**src/hw/rtl/hbx_pkg.sv**
```systemverilog
// shared types, character codes and helper functions for the body extractor
package hbx_pkg;

    // size counter width default
    localparam int SIZE_BITS_DEF = 32;

    // configuration port geometry and register index
    localparam int APB_ADDR_W = 3;
    localparam int APB_DATA_W = 32;
    localparam logic [0:0] REG_CHUNKED_MODE = 1'b0;

    // character codes
    localparam logic [7:0] CH_CR     = 8'h0D;
    localparam logic [7:0] CH_LF     = 8'h0A;
    localparam logic [7:0] CH_TAB    = 8'h09;
    localparam logic [7:0] CH_VT     = 8'h0B;
    localparam logic [7:0] CH_FF     = 8'h0C;
    localparam logic [7:0] CH_SPACE  = 8'h20;
    localparam logic [7:0] CH_ZERO   = 8'h30;
    localparam logic [7:0] CH_NINE   = 8'h39;
    localparam logic [7:0] CH_A_UP   = 8'h41;
    localparam logic [7:0] CH_F_UP   = 8'h46;
    localparam logic [7:0] CH_A_LO   = 8'h61;
    localparam logic [7:0] CH_F_LO   = 8'h66;
    localparam logic [7:0] CH_X_UP   = 8'h58;
    localparam logic [7:0] CH_X_LO   = 8'h78;

    // input and result words
    typedef struct packed {
        logic [7:0] request_byte;
        logic       end_of_request;
    } t_in_word;

    typedef struct packed {
        logic [7:0] body_byte;
        logic       byte_valid;
        logic       end_of_body;
    } t_out_word;

    // chunk framing phase
    typedef enum logic [1:0] {
        PH_SIZE,
        PH_DATA,
        PH_SKIP
    } t_chunk_phase;

    // size line number parsing phase
    typedef enum logic [1:0] {
        HX_BLANK,
        HX_ZERO,
        HX_DIGITS,
        HX_DONE
    } t_hex_phase;

    // whitespace accepted before the size digits
    function automatic logic is_blank(input logic [7:0] b);
        return (b == CH_SPACE) || (b == CH_TAB) || (b == CH_LF) ||
               (b == CH_VT) || (b == CH_FF) || (b == CH_CR);
    endfunction

    // hex digit check
    function automatic logic is_hex(input logic [7:0] b);
        return ((b >= CH_ZERO) && (b <= CH_NINE)) ||
               ((b >= CH_A_LO) && (b <= CH_F_LO)) ||
               ((b >= CH_A_UP) && (b <= CH_F_UP));
    endfunction

    // hex digit value, letters map to 10..15
    function automatic logic [3:0] hex_val(input logic [7:0] b);
        logic [7:0] v;
        if ((b >= CH_ZERO) && (b <= CH_NINE)) begin
            v = b - CH_ZERO;
        end else if ((b >= CH_A_LO) && (b <= CH_F_LO)) begin
            v = b - CH_A_LO + 8'd10;
        end else begin
            v = b - CH_A_UP + 8'd10;
        end
        return v[3:0];
    endfunction

endpackage

```
**src/hw/rtl/hbx_regs.sv**
```systemverilog
// configuration register block with apb-style access
module hbx_regs (
    input  logic                           i_clk,
    input  logic                           i_rst_n,
    input  logic                           psel,
    input  logic                           penable,
    input  logic                           pwrite,
    input  logic [hbx_pkg::APB_ADDR_W-1:0] paddr,
    input  logic [hbx_pkg::APB_DATA_W-1:0] pwdata,
    output logic [hbx_pkg::APB_DATA_W-1:0] prdata,
    output logic                           pready,
    output logic                           o_chunked_mode
);
    import hbx_pkg::*;

    logic r_chunked_mode;
    logic hit;
    logic wr_en;

    // address decode
    assign hit   = (paddr[APB_ADDR_W-1:2] == REG_CHUNKED_MODE);
    assign wr_en = psel && penable && pwrite && hit;

    // mode register
    always_ff @(posedge i_clk) begin
        if (!i_rst_n) begin
            r_chunked_mode <= 1'b0;
        end else if (wr_en) begin
            r_chunked_mode <= pwdata[0];
        end
    end

    // read back
    assign prdata = hit ? {{(APB_DATA_W-1){1'b0}}, r_chunked_mode} : '0;
    assign pready = 1'b1;
    assign o_chunked_mode = r_chunked_mode;

endmodule

```
**src/hw/rtl/hbx_parser.sv**
```systemverilog
// per-byte header skip and chunk framing state machine
module hbx_parser #(
    parameter int SIZE_BITS = hbx_pkg::SIZE_BITS_DEF
) (
    input  logic               i_clk,
    input  logic               i_rst_n,
    input  logic               i_step,
    input  hbx_pkg::t_in_word  i_word,
    input  logic               i_mode,
    output hbx_pkg::t_out_word o_result,
    output logic               o_has_result
);
    import hbx_pkg::*;

    logic [1:0]           r_hdr_cnt,   n_hdr_cnt;
    logic                 r_in_body,   n_in_body;
    t_chunk_phase         r_phase,     n_phase;
    t_hex_phase           r_hex,       n_hex;
    logic [SIZE_BITS-1:0] r_count,     n_count;
    logic                 r_prev_cr,   n_prev_cr;
    logic [1:0]           r_skip_left, n_skip_left;

    logic [7:0]           b;
    logic                 dig_ok;
    logic [3:0]           dig;
    logic [SIZE_BITS-1:0] count_add;
    logic                 valid;

    assign b      = i_word.request_byte;
    assign dig_ok = is_hex(b);
    assign dig    = hex_val(b);

    // shift in one hex digit, saturating at all ones
    assign count_add = (|r_count[SIZE_BITS-1 -: 4]) ? '1 :
                       {r_count[SIZE_BITS-5:0], dig};

    // next state
    always_comb begin
        n_hdr_cnt   = r_hdr_cnt;
        n_in_body   = r_in_body;
        n_phase     = r_phase;
        n_hex       = r_hex;
        n_count     = r_count;
        n_prev_cr   = r_prev_cr;
        n_skip_left = r_skip_left;
        if (!r_in_body) begin
            // hunt for the blank line that ends the header
            if (b == CH_CR) begin
                n_hdr_cnt = (r_hdr_cnt == 2'd2) ? 2'd3 : 2'd1;
            end else if (b == CH_LF) begin
                if (r_hdr_cnt == 2'd1) begin
                    n_hdr_cnt = 2'd2;
                end else if (r_hdr_cnt == 2'd3) begin
                    n_in_body = 1'b1;
                    n_hdr_cnt = 2'd0;
                end else begin
                    n_hdr_cnt = 2'd0;
                end
            end else begin
                n_hdr_cnt = 2'd0;
            end
        end else if (i_mode) begin
            unique case (r_phase)
                PH_SIZE: begin
                    if (r_prev_cr && (b == CH_LF)) begin
                        // size line complete
                        n_prev_cr = 1'b0;
                        n_hex     = HX_BLANK;
                        if (r_count != '0) begin
                            n_phase = PH_DATA;
                        end else begin
                            n_phase     = PH_SKIP;
                            n_skip_left = 2'd2;
                        end
                    end else begin
                        n_prev_cr = (b == CH_CR);
                        case (r_hex)
                            HX_BLANK: begin
                                if (is_blank(b)) begin
                                    n_hex = HX_BLANK;
                                end else if (b == CH_ZERO) begin
                                    n_count = '0;
                                    n_hex   = HX_ZERO;
                                end else if (dig_ok) begin
                                    n_count = SIZE_BITS'(dig);
                                    n_hex   = HX_DIGITS;
                                end else begin
                                    n_hex = HX_DONE;
                                end
                            end
                            HX_ZERO: begin
                                if ((b == CH_X_LO) || (b == CH_X_UP)) begin
                                    n_hex = HX_DIGITS;
                                end else if (dig_ok) begin
                                    n_count = count_add;
                                    n_hex   = HX_DIGITS;
                                end else begin
                                    n_hex = HX_DONE;
                                end
                            end
                            HX_DIGITS: begin
                                if (dig_ok) begin
                                    n_count = count_add;
                                end else begin
                                    n_hex = HX_DONE;
                                end
                            end
                            default: begin
                                n_hex = HX_DONE;
                            end
                        endcase
                    end
                end
                PH_DATA: begin
                    if (r_count != '0) begin
                        n_count = r_count - SIZE_BITS'(1);
                    end
                    if (r_count[SIZE_BITS-1:1] == '0) begin
                        n_phase     = PH_SKIP;
                        n_skip_left = 2'd2;
                    end
                end
                PH_SKIP: begin
                    if (r_skip_left > 2'd1) begin
                        n_skip_left = r_skip_left - 2'd1;
                    end else begin
                        n_phase     = PH_SIZE;
                        n_hex       = HX_BLANK;
                        n_count     = '0;
                        n_prev_cr   = 1'b0;
                        n_skip_left = 2'd0;
                    end
                end
                default: begin
                    n_phase = r_phase;
                end
            endcase
        end
        // last byte of the request returns the parser to reset
        if (i_word.end_of_request) begin
            n_hdr_cnt   = 2'd0;
            n_in_body   = 1'b0;
            n_phase     = PH_SIZE;
            n_hex       = HX_BLANK;
            n_count     = '0;
            n_prev_cr   = 1'b0;
            n_skip_left = 2'd0;
        end
    end

    // outputs
    always_comb begin
        valid = r_in_body && (!i_mode || (r_phase == PH_DATA));
        o_result.body_byte   = valid ? b : 8'h00;
        o_result.byte_valid  = valid;
        o_result.end_of_body = i_word.end_of_request;
        o_has_result         = valid || i_word.end_of_request;
    end

    // state registers
    always_ff @(posedge i_clk) begin
        if (!i_rst_n) begin
            r_hdr_cnt   <= 2'd0;
            r_in_body   <= 1'b0;
            r_phase     <= PH_SIZE;
            r_hex       <= HX_BLANK;
            r_count     <= '0;
            r_prev_cr   <= 1'b0;
            r_skip_left <= 2'd0;
        end else if (i_step) begin
            r_hdr_cnt   <= n_hdr_cnt;
            r_in_body   <= n_in_body;
            r_phase     <= n_phase;
            r_hex       <= n_hex;
            r_count     <= n_count;
            r_prev_cr   <= n_prev_cr;
            r_skip_left <= n_skip_left;
        end
    end

endmodule

```
**src/hw/rtl/http_body_extract_dechunk_top.sv**
```systemverilog
// http body extractor top: input register, byte parser, result register
// a result word is taken from the input register into the result register
// throughput: one byte per cycle while the result register is not stalled
// bytes that give no result leave the input register in the next cycle
// reset: synchronous, active low; clears the parser state and sets plain mode
module http_body_extract_dechunk_top #(
    parameter int SIZE_BITS = hbx_pkg::SIZE_BITS_DEF
) (
    input  logic                           i_clk,
    input  logic                           i_rst_n,
    input  logic                           i_in_valid,
    output logic                           o_in_stall,
    input  hbx_pkg::t_in_word              i_in_word,
    output logic                           o_out_valid,
    input  logic                           i_out_stall,
    output hbx_pkg::t_out_word             o_out_word,
    input  logic                           psel,
    input  logic                           penable,
    input  logic                           pwrite,
    input  logic [hbx_pkg::APB_ADDR_W-1:0] paddr,
    input  logic [hbx_pkg::APB_DATA_W-1:0] pwdata,
    output logic [hbx_pkg::APB_DATA_W-1:0] prdata,
    output logic                           pready
);
    import hbx_pkg::*;

    logic      r_in_valid;
    t_in_word  r_in_word;
    logic      r_out_valid;
    t_out_word r_out_word;

    logic      chunked_mode;
    t_out_word result;
    logic      has_result;
    logic      out_free;
    logic      advance;
    logic      accept_in;

    hbx_regs u_regs (
        .i_clk          (i_clk),
        .i_rst_n        (i_rst_n),
        .psel           (psel),
        .penable        (penable),
        .pwrite         (pwrite),
        .paddr          (paddr),
        .pwdata         (pwdata),
        .prdata         (prdata),
        .pready         (pready),
        .o_chunked_mode (chunked_mode)
    );

    hbx_parser #(
        .SIZE_BITS (SIZE_BITS)
    ) u_parser (
        .i_clk        (i_clk),
        .i_rst_n      (i_rst_n),
        .i_step       (advance),
        .i_word       (r_in_word),
        .i_mode       (chunked_mode),
        .o_result     (result),
        .o_has_result (has_result)
    );

    // handshake between the two register stages
    assign out_free   = !r_out_valid || !i_out_stall;
    assign advance    = r_in_valid && (!has_result || out_free);
    assign o_in_stall = r_in_valid && !advance;
    assign accept_in  = i_in_valid && !o_in_stall;

    // stage valid flags
    always_ff @(posedge i_clk) begin
        if (!i_rst_n) begin
            r_in_valid  <= 1'b0;
            r_out_valid <= 1'b0;
        end else begin
            if (accept_in) begin
                r_in_valid <= 1'b1;
            end else if (advance) begin
                r_in_valid <= 1'b0;
            end
            if (advance && has_result) begin
                r_out_valid <= 1'b1;
            end else if (!i_out_stall) begin
                r_out_valid <= 1'b0;
            end
        end
    end

    // stage payloads
    always_ff @(posedge i_clk) begin
        if (accept_in) begin
            r_in_word <= i_in_word;
        end
        if (advance && has_result) begin
            r_out_word <= result;
        end
    end

    assign o_out_valid = r_out_valid;
    assign o_out_word  = r_out_word;

`ifndef SYNTHESIS
    // a result without a data byte only marks the end of a request
    a_empty_is_end: assert property (@(posedge i_clk) disable iff (!i_rst_n)
        (o_out_valid && !o_out_word.byte_valid) |-> o_out_word.end_of_body)
        else $error("result without data byte is not end of body");

    // a held input byte means the result register is full and stalled
    a_hold_cause: assert property (@(posedge i_clk) disable iff (!i_rst_n)
        (r_in_valid && o_in_stall) |-> (r_out_valid && i_out_stall))
        else $error("input stage held without a stalled result");

    // a stalled result must stay valid and unchanged until it is taken
    a_no_overwrite: assert property (@(posedge i_clk) disable iff (!i_rst_n)
        (r_out_valid && i_out_stall) |=> (o_out_valid && $stable(o_out_word)))
        else $error("stalled result lost or changed");
`endif

endmodule
```
**config.mk**
```make
export PLATFORM = sky130hd
export DESIGN_NAME = http_body_extract_dechunk_top
export DESIGN_NICKNAME = d
export VERILOG_FILES = /design/src/hw/rtl/hbx_pkg.sv /design/src/hw/rtl/hbx_regs.sv /design/src/hw/rtl/hbx_parser.sv /design/src/hw/rtl/http_body_extract_dechunk_top.sv
export SDC_FILE = /design/constraint.sdc
export NUM_CORES = 1
export LEC_CHECK = 0
export ABC_AREA = 1
export BUFFER_PORTS_ARGS = -buffer_cell sky130_fd_sc_hd__buf_2
export CAP_MARGIN = 25
export CORE_MARGIN = 3
export CORE_UTILIZATION = 56
export DETAILED_ROUTE_END_ITERATION = 7
export PLACE_DENSITY = 0.9
export SLEW_MARGIN = 30
export SYNTH_ARGS = -nofsm -noshare
export SYNTH_HDL_FRONTEND = slang
export SYNTH_SLANG_ARGS = --single-unit
```
**constraint.sdc**
```tcl
create_clock -name i_clk -period 2.8 [get_ports i_clk]
set_clock_uncertainty 0.1 [all_clocks]
set_input_delay 0.84 -clock i_clk [delete_from_list [all_inputs] [get_ports i_clk]]
set_output_delay 0.84 -clock i_clk [all_outputs]
set_load 0.02 [all_outputs]
```
== After elaboration in Yosys (flattened, before gate mapping) ==
Index checks and enable logic that the tools add are counted.
Operators by class
  add/sub/neg operators: 7
  $lt $le $gt $ge: 7
  eq/ne operators: 29
  multiplexer cells: 65
  bitwise logic cells: 1
  reductions and logical operators: 46
Operators with widths (number)
  $mux 32: 12
  $pmux 32 s3: 2
  $mux 2: 26
  $eq 8x4->1 const B: 5
  $reduce_bool 32->1: 1
  $sub 32x1->32 const B: 1
  $logic_not 31->1: 1
  $mux 1: 18
  $pmux 2 s3: 3
  $eq 8x6->1 const B: 2
  $eq 8x7->1 const B: 2
  $ge 8x7->1 const B: 2
  $le 8x7->1 const B: 2
  $reduce_and 7->1: 2
  $logic_and 1x1->1: 12
  $logic_or 1x1->1: 12
  $sub 4x1->4 const B: 3
  $reduce_and 11->1: 1
  $ne 5x5->1 const B: 2
  $ne 3x2->1 const B: 3
  $ne 3x3->1 const B: 3
  $add 4x4->4 const B: 2
  $eq 2x2->1 const B: 4
  $ge 8x6->1 const B: 1
  21 further kinds: 33
Storage, ports and cells
  bits in registers: 64
  output and inout bits: 45
  word-level logic and storage cells: 170

== Depth between registers and ports, before layout ==
  depth in word-level cells: 13
  gate-level depth with buffers: 16

== By module ==
A second synthesis with hierarchy kept.
Unflattened totals
  cells, all modules: 785
  area total of the unflattened synthesis: 4873.4 sq um
By module, submodules not included
  hbx_parser: instances 1, cells an instance 701, area each 3878.7 sq um
  http_body_extract_dechunk_top: instances 1, cells an instance 38, area each 680.7 sq um
  hbx_regs: instances 1, cells an instance 46, area each 314.1 sq um

== Least setup slack after synthesis ==
Ideal clock, no wire load.
  path kind: input -> output
  start point: input port i_out_stall
  end point: output port o_in_stall
  arrival time: 1221 ps
  required time: 1860 ps
  setup slack: 639 ps
  stages on the path: 4
  path buffers: 0
  cell sequence: nand2_1 -> inv_1 -> nand3_1 -> inv_1
Between the ends
  longest elaborated chain between the ends: 6
Ends and longest elaborated chain
  from (decl): RTL line http_body_extract_dechunk_top.sv:15  | input logic i_out_stall,
  $logic_not 1->1
  $logic_or 1x1->1: RTL line http_body_extract_dechunk_top.sv:65  | assign out_free = !r_out_valid || !i_out_stall;
  $logic_or 1x1->1: RTL line http_body_extract_dechunk_top.sv:66  | assign advance = r_in_valid && (!has_result || out_free);
  $logic_and 1x1->1: RTL line http_body_extract_dechunk_top.sv:66
  $logic_not 1->1: RTL line http_body_extract_dechunk_top.sv:67  | assign o_in_stall = r_in_valid && !advance;
  $logic_and 1x1->1: RTL line http_body_extract_dechunk_top.sv:67
  to (decl): RTL line http_body_extract_dechunk_top.sv:12  | output logic o_in_stall,
No other way between the ends.

== Final worst setup path ==
  start point: register u_parser.r_phase[1]
  end point: output port o_in_stall
Between the ends
  longest elaborated chain between the ends: 9
Ends and longest elaborated chain
  from (decl): RTL line hbx_parser.sv:17  | t_chunk_phase r_phase, n_phase;
  from (signal assigned): RTL line hbx_parser.sv:173  | r_phase <= n_phase;
  $eq 2x1->1: RTL line hbx_parser.sv:153  | valid = r_in_body && (!i_mode || (r_phase == PH_DATA));
  $logic_or 1x1->1: RTL line hbx_parser.sv:153
  $logic_and 1x1->1: RTL line hbx_parser.sv:153
  $logic_or 1x1->1: RTL line hbx_parser.sv:157  | o_has_result = valid || i_word.end_of_request;
  $logic_not 1->1: RTL line http_body_extract_dechunk_top.sv:66
  $logic_or 1x1->1: RTL line http_body_extract_dechunk_top.sv:66
  $logic_and 1x1->1: RTL line http_body_extract_dechunk_top.sv:66
  $logic_not 1->1: RTL line http_body_extract_dechunk_top.sv:67
  $logic_and 1x1->1: RTL line http_body_extract_dechunk_top.sv:67
No other way between the ends.

==> flow_summary_export.csv <==
group,metric,value,unit
sta,hold_ws,0.3911,ns
clocking,numCtsBuffers,9,
synth,synth_flop_cell,"dfxtp_1",
global_route,grt.met1_usage,34.11,%
placement,place_hpwl,9007,um
layout,drive_gt1_share,12.12,%
global_route,use_met3,3.822,%
routing,via_per_inst,5.721,
global_route,grt_pass1_wl,20490,um
worst_setup_path,slowest_delay,0.37,ns
layout,nFillCells,724,
global_route,grtUsageMet2,41.48,%
worst_setup_path,reg2regPathDepth,13,
synth,yosys_warnings,0,
pwr,power,2.195,mW
sta,finalSetupViolCount,0,
sta,fin_crit,2.620,ns
clocking,clock_tree.root_cell,"clkbuf_8",
pwr,peakVddDrop,366.4,uV
pwr,power.density,417.1,mW/mm^2
worst_setup_path,cp_max_fo,6,
global_route,first_global_vias,4453,
synth,synthArstFlopShare,0,%
sta,setup_tns,0,ns
synth,postSynthCellCount,756,
status,status,"finished, final reports clean",
synth,ys_types,40,
floorplan,start_util,58.34,%
layout,seqCellArea,0.001471,mm^2
clocking,cts.clk_slew.worst_paths,0.08,ns
synth,yosys_register_bits,64,
layout,syn_to_final_growth,8.682,%
routing,route.detailed.drc,0,
synth,ys_seq_area_share,30.39,%
worst_setup_path,cp-end-kind,"output pin",
job,max_cap_violations,0,
synth,avgSynthCellArea,6.405,um^2
layout,diodes,0,
hold_path,hold_end,"u_parser.r_skip_left[0]$_SDFFE_PN0P_",
layout,fin_nets,849,
sta,fmax,0.3817,GHz
worst_setup_path,r2r_slack,0.27,ns
clocking,clock_sinks,64,
sta,post-route-period-util,93.56,%
hold_path,min_from,"u_parser.r_skip_left[0]$_SDFFE_PN0P_",
floorplan,die_w,98.99,um
floorplan,io_pins,96,
synth,synth_edf_count,19,
sta,max_slew_margin,62.88,%
synth,yosysTopAreaCell,"dfxtp_1",
floorplan,core_area,0.008299,mm^2
sta,rsz0062_at_grt,"no",
worst_setup_path,reg2reg_from,"r_in_word[1]$_DFFE_PP_",
sta,drv_slew,0,
global_route,grt_antenna_before_repair,0,
routing,vias,5132,
global_route,globalRouteTotalUtil,25.26,%
worst_setup_path,cp_data_required_time,1.86,ns
worst_setup_path,cp_common_cell,"inv_1",
floorplan,die_y,98.99,um
routing,routed_wl,12950,um
layout,multi_input_area,0.002905,mm^2
synth,syn_area,0.004842,mm^2
routing,wire_per_inst,14.44,um
routing,detail-route-antenna-nets,0,
placement,io_buffer_count,30,
synth,yosys.area.top_type_share,18.60,%
floorplan,die_area,0.009798,mm^2
routing,drtPass1Iterations,5,
clocking,hold_buffers,0,
worst_setup_path,cp_cell_sequence,"inv_1 > ha_1 > inv_2 > nand2_1 > nand2_4 > nand2_2 > nand3_1 > inv_1 > buf_2",
worst_setup_path,r2r-end,"u_parser.r_phase[1]$_SDFFE_PN0P_",
hold_path,hold_depth,2,
clocking,cts_tree,"built",
synth,synthTopCellsByArea,"dfxtp_1 19%, nand2_1 15%, edfxtp_1 12%, nor2_1 8.6%, a21oi_1 7.0%",
sta,worstMarginPinSlew,0.5555,ns
worst_setup_path,path_class,"reg -> out",
global_route,grt_overflow_total,0,
global_route,top_usage_layer,"met2",
floorplan,rows,33,
hold_path,hp-class,"reg -> reg",
worst_setup_path,worst_path_max_delay_cell,"dfxtp_1",
pwr,p_leak,2.318,nW
routing,drt_iter0_drc,600,
sta,finalHoldViolCount,0,
worst_setup_path,crit_arrival,1.68,ns
clocking,htree_levels,3,
worst_setup_path,startpoint_type,"flop",
placement,place_congestion,0.9989,
global_route,grt_max_degree,36,
clocking,clock_latency,0.36,ns
clocking,clockBufferDepth,2,
[placed cells by master, fill, tap and decap left out, drive strengths merged, types with 2 or more instances in the layout]
cell and n:
clkinv 3, nand2 196, nor2 119, clkbuf 9, a21oi 76, nand3 71, bufinv 2, nor3 4
ha 11, conb 32, o21bai 9, buf 43, nand4 26, inv 71, o21ai 45, edfxtp 19
dfxtp 45
[per-layer routing]
| metal | vias up | routed length, um | part of all wire, % |
|---|---|---|---|
| met5 | - | 0 | 0 |
| met2 | 295 | 6034 | 47 |
| met1 | 2287 | 5203 | 40 |
| met4 | 0 | 389 | 3.0 |
| met3 | 50 | 1327 | 10 |
| li1 | 2500 | - | - |
[cells by family after synthesis]
family,count (synthesis),share of synthesized area (%)
other cells,2,0.1551
simple gates,415,38.01
compound gates,137,15.63
xor+xnor,2,0.3618
flops,64,30.39
fa+ha+maj,11,2.842
buf+inv,125,12.61
[where the power goes]
group / total, mW / internal (mW) / switching, mW
sequential: 0.988 / 0.971 / 0.0176
clock: 0.905 / 0.502 / 0.402
combinational: 0.302 / 0.0818 / 0.220
total: 2.19 / 1.55 / 0.640
[cell usage after synthesis, types with 2 or more instances]
cell	count
nor2_1	111
clkbuf_1	16
a21oi_1	68
conb_1	2
inv_2	8
ha_1	11
edfxtp_1	19
nand4_1	24
buf_4	35
nor2_4	4
nor2_2	3
dfxtp_1	45
a21oi_2	8
inv_1	62
nor3_1	3
nand3_1	67
nand2_2	5
o21ai_0	45
buf_2	2
nand2_1	190
o21bai_1	9
[per-stage QoR]
stage	utilization [%]	std cells	worst slack, ns	cell area, um^2
6_report	63.41	897	0.1803	5263
5_1_grt	63.41	897	0.06220	5263
4_1_cts	62.69	893	0.04726	5202
3_5_place_dp	60.05	877	0.2063	4984
3_3_place_gp	60.05	877	0.3263	4984
2_1_floorplan	-	786	0.6391	4955
[flip-flops by register name (all words and copies together), names as in the netlist]
name	cells
o_out_valid	1
u_parser.r_hex	2
u_parser.r_skip_left	2
u_parser.r_in_body	1
u_regs.o_chunked_mode	1
u_parser.r_phase	2
u_parser.r_hdr_cnt	2
r_in_valid	1
u_parser.r_prev_cr	1
u_parser.r_count	32
o_out_word	10
r_in_word	9
[layout make-up]
type / count / area share (%)
Clock inverter: 7 / 1.807
Clock buffer: 9 / 2.354
Inverter: 70 / 4.993
Sequential cell: 64 / 27.96
Multi-Input combinational cell: 599 / 55.21
Tap cell: 105 / 2.496
Timing Repair Buffer: 43 / 5.183
[timing repair]
action / CTS / global route
buffers inserted: 0 / 2
gates resized for setup: 0 / 2
endpoints found under the setup margin: 0 / 33
[critical path, delay by kind of cell, from the launching register on]
family | cells | cell delay (ns)
AND/OR/NAND/NOR | 4 | 0.35
buffers and inverters | 4 | 0.40
flip-flops | 1 | 0.37
adder cells (fa/ha/maj) | 1 | 0.21
[how the worst max path moves through the flow]
stage	from	end	slack, ns
3_3_place_gp	u_parser.r_phase[1]$_SDFFE_PN0P_	u_parser.r_count[25]$_SDFFE_PN0P_	0.33
5_1_grt	u_parser.r_phase[1]$_SDFFE_PN0P_	o_in_stall	0.06
4_1_cts	u_parser.r_phase[1]$_SDFFE_PN0P_	o_in_stall	0.05
6_report	u_parser.r_phase[1]$_SDFFE_PN0P_	o_in_stall	0.18
3_5_place_dp	u_parser.r_phase[1]$_SDFFE_PN0P_	u_parser.r_count[21]$_SDFFE_PN0P_	0.21
2_1_floorplan	i_out_stall	o_in_stall	0.64
(Power assumes the default switching activity.)
